[config.mk]
export PLATFORM = sky130hd
export DESIGN_NAME = csa_ring
export DESIGN_NICKNAME = d
export VERILOG_FILES = /design/src/rtl/csa_pkg.sv /design/src/rtl/csa_ring.sv
export SDC_FILE = /design/constraint.sdc
export NUM_CORES = 1
export LEC_CHECK = 0
export ABC_AREA = 1
export BUFFER_PORTS_ARGS = -buffer_cell sky130_fd_sc_hd__clkbuf_2
export CORE_MARGIN = 5
export CORE_UTILIZATION = 65
export CTS_BUF_LIST = sky130_fd_sc_hd__clkbuf_2
export CTS_CLUSTER_DIAMETER = 100
export DETAILED_ROUTE_END_ITERATION = 16
export PLACE_DENSITY = 0.82
export SYNTH_ARGS = -nofsm -noshare
export SYNTH_HDL_FRONTEND = slang
export SYNTH_SLANG_ARGS = --single-unit
[constraint.sdc]
create_clock -name clk -period 0.9 [get_ports clk]
set_input_delay 0.045 -clock clk [delete_from_list [all_inputs] [get_ports clk]]
set_output_delay 0.045 -clock clk [all_outputs]
set_load 0.01 [all_outputs]
[src/rtl/csa_pkg.sv]
package csa_pkg;

	localparam int DEF_SLOTS = 128;

	// field widths fixed by the item formats
	localparam int SIZE_W  = 8;
	localparam int BASE_W  = 7;
	localparam int HOLES_W = 7;
	localparam int USED_W  = 8;
	localparam int RES_W   = 8;
	localparam int POL_W   = 2;

	localparam logic [RES_W-1:0] RES_MAX = 8'd255;

	// placement policies
	localparam logic [POL_W-1:0] POL_FIRST = 2'd0;
	localparam logic [POL_W-1:0] POL_BEST  = 2'd1;
	localparam logic [POL_W-1:0] POL_WORST = 2'd2;
	localparam logic [POL_W-1:0] POL_NEXT  = 2'd3;

	// request kinds
	localparam logic MODE_ALLOC = 1'b0;
	localparam logic MODE_FREE  = 1'b1;

	typedef struct packed {
		logic              mode;
		logic [SIZE_W-1:0] block_size;
	} req_t;

	typedef struct packed {
		logic               granted;
		logic [BASE_W-1:0]  base_slot;
		logic [HOLES_W-1:0] free_holes;
		logic [USED_W-1:0]  used_slots;
		logic [RES_W-1:0]   resident_blocks;
	} rsp_t;

	// sequencer to search unit
	typedef struct packed {
		logic clear;   // new item, drop previous search results
		logic step;    // one real slot presented
		logic last;    // closing step past the last slot
	} fit_ctl_t;

endpackage

[src/rtl/csa_ring.sv]
// Occupancy bitmap as a rotating shift ring; slot under the head is bit 0.
module csa_ring #(
	parameter int SLOTS = csa_pkg::DEF_SLOTS
) (
	input  logic clk,
	input  logic arst_n,
	input  logic shift,
	input  logic wr_bit,
	output logic head
);

	logic [SLOTS-1:0] occ_q;

	always_ff @(posedge clk or negedge arst_n) begin
		if (!arst_n) begin
			occ_q <= '0;
		end else if (shift) begin
			occ_q <= {wr_bit, occ_q[SLOTS-1:1]};
		end
	end

	assign head = occ_q[0];

endmodule

==> impl_metrics.yaml <==
timing:
  finalWorstPathRequiredPeriod_ps: 1230
  max-slew-margin-rel: 0.725
  timing.final.ws_setup_ps: -330
  rsz0062_at_grt: "yes"
  worstMarginPinSlew_ps: 413
  finalCritPeriodShare: 1.37
  timing.fmax_mhz: 813
  final-max-slew-violation-count: 0
  skew_ps: 27.5
  setup_viol: 2
  hold_ws_ps: 478
  hold_violations: 0
worst_setup_path:
  cp.required_ps: 850
  slowest_delay_ps: 420
  critPathSlowestCell: "dfrtp_1"
  crit_path_end_kind: "primary output"
  worstPathCellList: "clkbuf_2"
  start_kind: "flip-flop"
  critPathMaxFanout: 2
  critPathBufInv: 1
  criticalPathCategory: "flip-flop to primary output"
  worstPathArrival_ps: 1180
  cp_top_family: "flip-flops"
drt:
  drtIter0Drc: 149
  dr_total_vias: 3296
  wl_mm: 7.60
  viasPerCell: 4.99
  firstDrtPassIters: 7
  antenna_left: 0
  wl_per_cell_um: 11.5
  drc_errors: 0
clock_tree:
  cts_tree: "built"
  cts_setup_buffers: 0
  cts.path.max_buffers: 2
  numCtsBuffers: 17
  clk_latency_ps: 650
  cts.sinks: 128
  htree_levels: 4
  cts.clk_slew.worst_paths_ps: 190
  cts_root_buf: "clkbuf_2"
pwr:
  power_per_cell_area_nw_per_um2: 2000
  ir_worst_vdd_mv: 1.44
  p_leak_nw: 3.10
  total_power_mw: 10.5
logic_synthesis:
  synth.distinct_cells: 5
  synthesis.nets: 545
  yosysWarnings: 0
  avgSynthCellArea_um2: 9.17
  synthesis.area_um2: 4960
  ys_seq_elements: 128
  ys_seq_area_frac: 0.646
  synthCells: 541
global_routing:
  grt_use_total: 0.179
  grt_pass1_vias: 3164
  grt_max_degree: 65
  antenna_found_initial: 0
  gr-total-overflow: 0
  grt_pass1_wl_mm: 13.9
floorplanning:
  start_util: 0.677
  die-area_um2: 9480
  chipWidth_um: 97.4
  pin_count: 5
  num_rows: 31
  die_h_um: 97.4
  core_um2: 7330
layout:
  diodes: 0
  largest_register_ff_count: 128
  top_register: "occ_q"
  final_common_cell: "nand2_1"
  fin_cells: 661
  mostFrequentLayoutCells: "384 x nand2_1, 128 x dfrtp_1, 19 x clkbuf_2, 6 x buf_12"
  fin_area_um2: 5280
  reg.largest.list: "occ_q: 128 flops"
  nets: 554
  final_layout_size_suffix_gt1_frac: 0.0783
  area_growth_pct: 6.46
  fillCellCount: 518
placed_design:
  dpl_cell_area_um2: 4940
  gp_congestion: 0.733
  dp.cells: 625
  port_buffers: 4
  place_hpwl_mm: 4.37
run:
  cap_violations: 0
status:
  status: "finished with violations"
  violations: "negative setup slack"
min_path:
  hp-class: "flip-flop to flip-flop"
[routing by layer]
metal  global-route usage  share of wire  up-vias
li1                     -              -     1645
met1                0.233           0.47     1591
met2                0.281           0.49       46
met3               0.0546          0.034       14
met4               0.0799          0.013        0
met5                    0              0        -
[kinds of logic after synthesis]
logic type	Yosys count	share of synthesized area
buf+inv	29	0.0636
flops	128	0.646
simple gates	384	0.291
[cell usage after synthesis, drive strengths merged]
library cell  count  area share
inv               1     0.00076
dfrtp           128        0.65
nand2           384        0.29
buf              28       0.063
[area by class of cell]
cell class	instances	area, µm²	share of cell area
timing repair buffer	18	229	0.0434
multi-input combinational	384	1440	0.273
sequential	128	3200	0.607
tap	99	124	0.0235
inverter	1	5.00	0.000948
clock inverter	14	193	0.0365
clock buffer	17	85.1	0.0161
[repair_timing]
action,CTS,global route
pin swaps,0,0
hold buffers,5,1
hold endpoints to repair,256,127
resized for setup,0,3
setup endpoints to repair,1,69
[report_power, final]
part / total (mW) / internal, mW / switching, mW / leakage (nW)
Clock: 3.90 / 1.81 / 2.09 / 0.157
Sequential: 6.07 / 5.96 / 0.110 / 1.77
Combinational: 0.567 / 0.187 / 0.380 / 1.17
Total: 10.5 / 7.96 / 2.58 / 3.10
[worst register-to-register path, cell delays in order, from the launching register on]
cell	delay (ps)
dfrtp_1	430
nand2_1	90
nand2_1	70
[through the flow]
stage,utilization,setup TNS [ps],worst slack (ps)
detailed placement,0.674,0,115
global route,0.720,-770,-418
global placement,0.674,0,146
floorplan,-,0,285
finish,0.720,-633,-330
CTS,0.719,-1890,-385
[path summary, 6_finish.rpt]
path	start	to	slack, ps	cells after the start
worst min register to register	occ_q[69]$_DFFE_PN0P_	occ_q[68]$_DFFE_PN0P_	480	2
worst min-delay path	occ_q[69]$_DFFE_PN0P_	occ_q[68]$_DFFE_PN0P_	480	2
worst max-delay path	occ_q[0]$_DFFE_PN0P_	head	-330	1
max in group asynchronous	arst_n	occ_q[21]$_DFFE_PN0P_	20	4
worst max register to register	occ_q[62]$_DFFE_PN0P_	occ_q[61]$_DFFE_PN0P_	220	2
min in group asynchronous	arst_n	occ_q[36]$_DFFE_PN0P_	610	4
No activity file was read; power rests on OpenSTA's default activity.
