File: config.mk
export PLATFORM = sky130hd
export DESIGN_NAME = csa_fit
export DESIGN_NICKNAME = d
export VERILOG_FILES = /design/src/rtl/csa_pkg.sv /design/src/rtl/csa_fit.sv
export SDC_FILE = /design/constraint.sdc
export NUM_CORES = 1
export LEC_CHECK = 0
export ABC_AREA = 1
export BUFFER_PORTS_ARGS = -buffer_cell sky130_fd_sc_hd__clkbuf_2
export CORE_UTILIZATION = 40
export DETAILED_ROUTE_END_ITERATION = 7
export SYNTH_ARGS = -nofsm -noshare
export SYNTH_HDL_FRONTEND = slang
export SYNTH_SLANG_ARGS = --single-unit
File: constraint.sdc
create_clock -name clk -period 2.8 [get_ports clk]
set_clock_uncertainty 0.1 [all_clocks]
set_input_delay 0 -clock clk [delete_from_list [all_inputs] [get_ports clk]]
set_output_delay 0 -clock clk [all_outputs]
set_load 0.03 [all_outputs]
File: src/rtl/csa_pkg.sv
package csa_pkg;

	localparam int DEF_SLOTS = 128;

	// field widths fixed by the item formats
	localparam int SIZE_W  = 8;
	localparam int BASE_W  = 7;
	localparam int HOLES_W = 7;
	localparam int USED_W  = 8;
	localparam int RES_W   = 8;
	localparam int POL_W   = 2;

	localparam logic [RES_W-1:0] RES_MAX = 8'd255;

	// placement policies
	localparam logic [POL_W-1:0] POL_FIRST = 2'd0;
	localparam logic [POL_W-1:0] POL_BEST  = 2'd1;
	localparam logic [POL_W-1:0] POL_WORST = 2'd2;
	localparam logic [POL_W-1:0] POL_NEXT  = 2'd3;

	// request kinds
	localparam logic MODE_ALLOC = 1'b0;
	localparam logic MODE_FREE  = 1'b1;

	typedef struct packed {
		logic              mode;
		logic [SIZE_W-1:0] block_size;
	} req_t;

	typedef struct packed {
		logic               granted;
		logic [BASE_W-1:0]  base_slot;
		logic [HOLES_W-1:0] free_holes;
		logic [USED_W-1:0]  used_slots;
		logic [RES_W-1:0]   resident_blocks;
	} rsp_t;

	// sequencer to search unit
	typedef struct packed {
		logic clear;   // new item, drop previous search results
		logic step;    // one real slot presented
		logic last;    // closing step past the last slot
	} fit_ctl_t;

endpackage

File: src/rtl/csa_fit.sv
// Run tracker: sees one slot per step and keeps the candidates of every policy.
module csa_fit #(
	parameter int SLOTS = csa_pkg::DEF_SLOTS
) (
	input  logic                          clk,
	input  logic                          arst_n,
	input  csa_pkg::fit_ctl_t             ctl,
	input  logic [$clog2(SLOTS+1)-1:0]    idx,
	input  logic                          occ,
	input  logic [csa_pkg::SIZE_W-1:0]    size,
	input  logic [$clog2(SLOTS)-1:0]      ns_start,
	input  logic [csa_pkg::POL_W-1:0]     policy,
	input  logic                          mode,
	output logic                          found,
	output logic [$clog2(SLOTS)-1:0]      base
);

	localparam int IW = $clog2(SLOTS+1);
	localparam int AW = $clog2(SLOTS);
	localparam int CW = (IW > csa_pkg::SIZE_W) ? IW : csa_pkg::SIZE_W;

	logic [CW-1:0] run_q, runn_q, rk_len_q;
	logic          ff_found_q, nf_found_q, of_found_q, rk_found_q;
	logic [AW-1:0] ff_base_q, nf_base_q, of_base_q, rk_base_q;

	logic [CW-1:0] size_w, idx_w, run_inc, runn_inc, fit_base, rk_base;
	logic          free, in_zone, ff_hit, nf_hit, rk_close, rk_take;

	always_comb begin
		size_w   = CW'(size);
		idx_w    = CW'(idx);
		run_inc  = run_q + CW'(1);
		runn_inc = runn_q + CW'(1);
		free     = !occ;
		in_zone  = idx_w >= CW'(ns_start);
		fit_base = idx_w + CW'(1) - size_w;
		rk_base  = idx_w - run_q;
		ff_hit   = ctl.step && free && !ff_found_q && (run_inc == size_w);
		nf_hit   = ctl.step && free && in_zone && !nf_found_q && (runn_inc == size_w);
		// a run closes on an occupied slot or past the end
		rk_close = (ctl.last || (ctl.step && occ)) && (run_q >= size_w) && (run_q != '0);
		if (policy == csa_pkg::POL_BEST) begin
			rk_take = !rk_found_q || (run_q < rk_len_q);
		end else begin
			rk_take = !rk_found_q || (run_q > rk_len_q);
		end
	end

	always_ff @(posedge clk or negedge arst_n) begin
		if (!arst_n) begin
			run_q      <= '0;
			runn_q     <= '0;
			rk_len_q   <= '0;
			ff_found_q <= 1'b0;
			nf_found_q <= 1'b0;
			of_found_q <= 1'b0;
			rk_found_q <= 1'b0;
		end else if (ctl.clear) begin
			run_q      <= '0;
			runn_q     <= '0;
			rk_len_q   <= '0;
			ff_found_q <= 1'b0;
			nf_found_q <= 1'b0;
			of_found_q <= 1'b0;
			rk_found_q <= 1'b0;
		end else if (ctl.step || ctl.last) begin
			run_q  <= (ctl.step && free) ? run_inc : '0;
			runn_q <= (ctl.step && free && in_zone) ? runn_inc : '0;
			if (ff_hit) ff_found_q <= 1'b1;
			if (nf_hit) nf_found_q <= 1'b1;
			if (ctl.step && occ) of_found_q <= 1'b1;
			if (rk_close && rk_take) begin
				rk_found_q <= 1'b1;
				rk_len_q   <= run_q;
			end
		end
	end

	always_ff @(posedge clk) begin
		if (ff_hit) ff_base_q <= AW'(fit_base);
		if (nf_hit) nf_base_q <= AW'(fit_base);
		if (ctl.step && occ && !of_found_q) of_base_q <= AW'(idx);
		if (!ctl.clear && rk_close && rk_take) rk_base_q <= AW'(rk_base);
	end

	always_comb begin
		found = ff_found_q;
		base  = ff_base_q;
		if (mode == csa_pkg::MODE_FREE) begin
			found = of_found_q;
			base  = of_base_q;
		end else begin
			case (policy)
				csa_pkg::POL_FIRST: begin
					found = ff_found_q;
					base  = ff_base_q;
				end
				csa_pkg::POL_BEST, csa_pkg::POL_WORST: begin
					found = rk_found_q;
					base  = rk_base_q;
				end
				csa_pkg::POL_NEXT: begin
					found = nf_found_q || ff_found_q;
					base  = nf_found_q ? nf_base_q : ff_base_q;
				end
				default: begin
					found = ff_found_q;
					base  = ff_base_q;
				end
			endcase
		end
	end

endmodule

==> impl_metrics.tcl <==
set metrics [dict create \
    drc 0 \
    final_cell_area_sq_mm 0.00464 \
    vias 3628 \
    startpoint_type "input pin" \
    maxSlewHeadroom_pct 52.1 \
    postSynthAreaPerCell_sq_um 7.90 \
    path_clk_slew_ps 100 \
    grt_use_met1_pct 29.9 \
    min_period_ps 2610 \
    slew_violations 0 \
    crit_fanout 7 \
    busiest_layer "met2" \
    vias_per_cell 5.17 \
    rows 36 \
    grt_pass1_vias 3487 \
    io-pin-count 40 \
    ant_nets 0 \
    fmax_mhz 384 \
    hold_class "input pin to flip-flop" \
    hpwlAfterDp_microns 8240 \
    die_w_microns 103 \
    hold_viol 0 \
    grt_pass1_wl_microns 17200 \
    cts_sinks 56 \
    drv_cap 0 \
    powerDensity_mw_per_mm2 400 \
    holdBufCountCts 10 \
    synth.cell_area_sq_mm 0.00409 \
    ys_ff_latch 56 \
    synth_warnings 0 \
    cp.arrival_ps 2440 \
    layout-drive-gt1-share_pct 10.0 \
    cts_setup_buffers 0 \
    worst_pin_slew_ps 718 \
    fin_ws_ps 194 \
    clkLatencyLatePin_ps 300 \
    rsz0062_at_grt "no" \
    routedWlPerCell_microns 14.7 \
    synth_nets 597 \
    synth_edf_count 28 \
    drt-total-wl_microns 10300 \
    cts_max_path_buffers 2 \
    setup_viol 0 \
    dp_slack_ps 319 \
    grt_overflow_total 0 \
    async_reset_ff_share_pct 50.0 \
    tns_ps 0 \
    place_inst 684 \
    ys.flop_type "edfxtp_1" \
    worst-setup-path-type "input pin to flip-flop" \
    grtUsageMet2_pct 34.5 \
    fin_util_pct 47.2 \
    seq_area_frac_synth_pct 37.7 \
    crit_path_end_kind "flip-flop" \
    gp_congestion 0.881 \
    grtUsageTotal_pct 21.2 \
    synthDistinctLibCells 31 \
    htree_levels 2 \
    cts_tree "built" \
    antenna_found_initial 0 \
    peakVddDrop_v 0.000239 \
    grtUsageMet3_pct 2.78 \
    required_ps 2640 \
    grt_max_degree 29 \
    postSynthCellCount 517 \
    drtPass1Iterations 6 \
    ctsResizeCount 0 \
    layout.nets 648 \
    drtIter0Drc 195 \
    diodes 0 \
    start_util_pct 41.6 \
    numCtsBuffers 5 \
    io_buffers 39 \
    post-route-period-util_pct 93.1 \
    die_y_microns 103 \
    postPlaceCellArea_sq_mm 0.00443 \
    power.leakage_uw 0.00226 \
    coreArea_sq_mm 0.00982 \
    status "complete, no violations" \
    die_area_sq_mm 0.0106 \
    syn2layout_area_growth_pct 13.5 \
    fin_cells 702 \
    cts_root_buf "clkbuf_8" \
]
-- power breakdown --
part / switching [uW] / internal (uW) / total, uW
sequential: 18.5 / 899 / 917
clock: 253 / 261 / 514
combinational: 264 / 159 / 423
total: 535 / 1320 / 1850
-- through the flow --
stage / hold slack, ps / power (uW)
2_1_floorplan: -396 / 1210
3_3_place_gp: 7.43 / 1340
3_5_place_dp: 8.79 / 1350
4_1_cts: 32.6 / 1870
5_1_grt: 43.6 / 1960
6_report: 42.7 / 1850
-- metal layers --
metal	up-vias	routed length [microns]	share of wire (%)
li1	1842	-	-
met1	1695	5050	49
met2	79	4750	46
met3	12	379	3.7
met4	0	133	1.3
met5	-	0	0
-- kinds of logic after synthesis --
family	share of synthesized area (%)
DFF	37.7
xor gates and xnor gates	3.00
AOI/OAI and AO/OA	11.0
buffers and inverters	7.78
adders and majority gates	15.1
and+or+nand+nor	25.5
-- path summary, 6_finish.rpt --
path / end / cells past startpoint / startpoint / slack, ps
max: nf_base_q[6] / 11 / idx[3] / 190
min reg2reg: rk_len_q[6] / 2 / rk_len_q[6] / 430
min: run_q[0] / 5 / ctl[0] / 40
min in group asynchronous: rk_len_q[6] / 2 / arst_n / 170
max reg2reg: nf_base_q[6] / 9 / runn_q[0] / 280
max in group asynchronous: runn_q[5] / 2 / arst_n / 1970
-- synth_stat cells (2+ instances only) --
cell type / number / area [sq um]
nand2_1: 119 / 447
inv_1: 74 / 278
nand3_1: 60 / 300
ha_1: 46 / 576
nor2_1: 36 / 135
o21ai_0: 32 / 160
dfrtp_1: 28 / 701
edfxtp_1: 28 / 841
a21oi_1: 21 / 105
o22ai_1: 12 / 75.1
nand4_1: 11 / 68.8
xor2_1: 9 / 78.8
o211ai_1: 8 / 60.1
xnor2_1: 5 / 43.8
nor3_1: 4 / 20.0
clkbuf_1: 3 / 11.3
buf_1: 2 / 7.51
buf_2: 2 / 10.0
fa_1: 2 / 40.0
nor2_2: 2 / 12.5
o21a_1: 2 / 15.0
o21ai_2: 2 / 17.5
-- flip-flops by register name, indices dropped and copies added (netlist names) --
signal / count
nf_base_q: 7
ff_found_q: 1
nf_found_q: 1
rk_found_q: 1
of_found_q: 1
of_base_q: 7
runn_q: 8
rk_base_q: 7
rk_len_q: 8
ff_base_q: 7
run_q: 8
-- critical path, cell delays in order --
cell and delay [ps]:
dlygate4sd3_1 540, clkbuf_2 180, ha_1 320, nand2_1 70, o21ai_0 160, nand2_1 60
nand3_1 90, nand2_1 190, inv_1 210, nand3_1 80, nor2_1 530
-- cell usage in the layout, fill, tap and decap left out --
cell and instances:
a21o_1 1, a21oi_1 21, buf_4 3, bufinv_16 1
clkbuf_2 39, clkbuf_8 5, clkinv_1 2, dfrtp_1 28
dlygate4sd3_1 10, edfxtp_1 28, fa_1 2, ha_1 46
inv_1 74, nand2_1 119, nand2_2 1, nand2_4 1
nand3_1 60, nand3_2 1, nand3b_1 1, nand4_1 11
nor2_1 36, nor2_2 2, nor2_4 1, nor3_1 4
nor3_2 1, o211ai_1 8, o21a_1 2, o21ai_0 32
o21ai_2 2, o21bai_1 1, o22ai_1 12, xnor2_1 5
xor2_1 9
-- cell type report --
cell class	count	area [sq um]
Timing Repair Buffer	52	318
Multi-Input combinational cell	379	2230
Clock inverter	3	37.5
Fill cell	1029	5180
Inverter	74	278
Clock buffer	5	68.8
Tap cell	133	166
Sequential cell	56	1540
(Power assumes the default switching activity.)
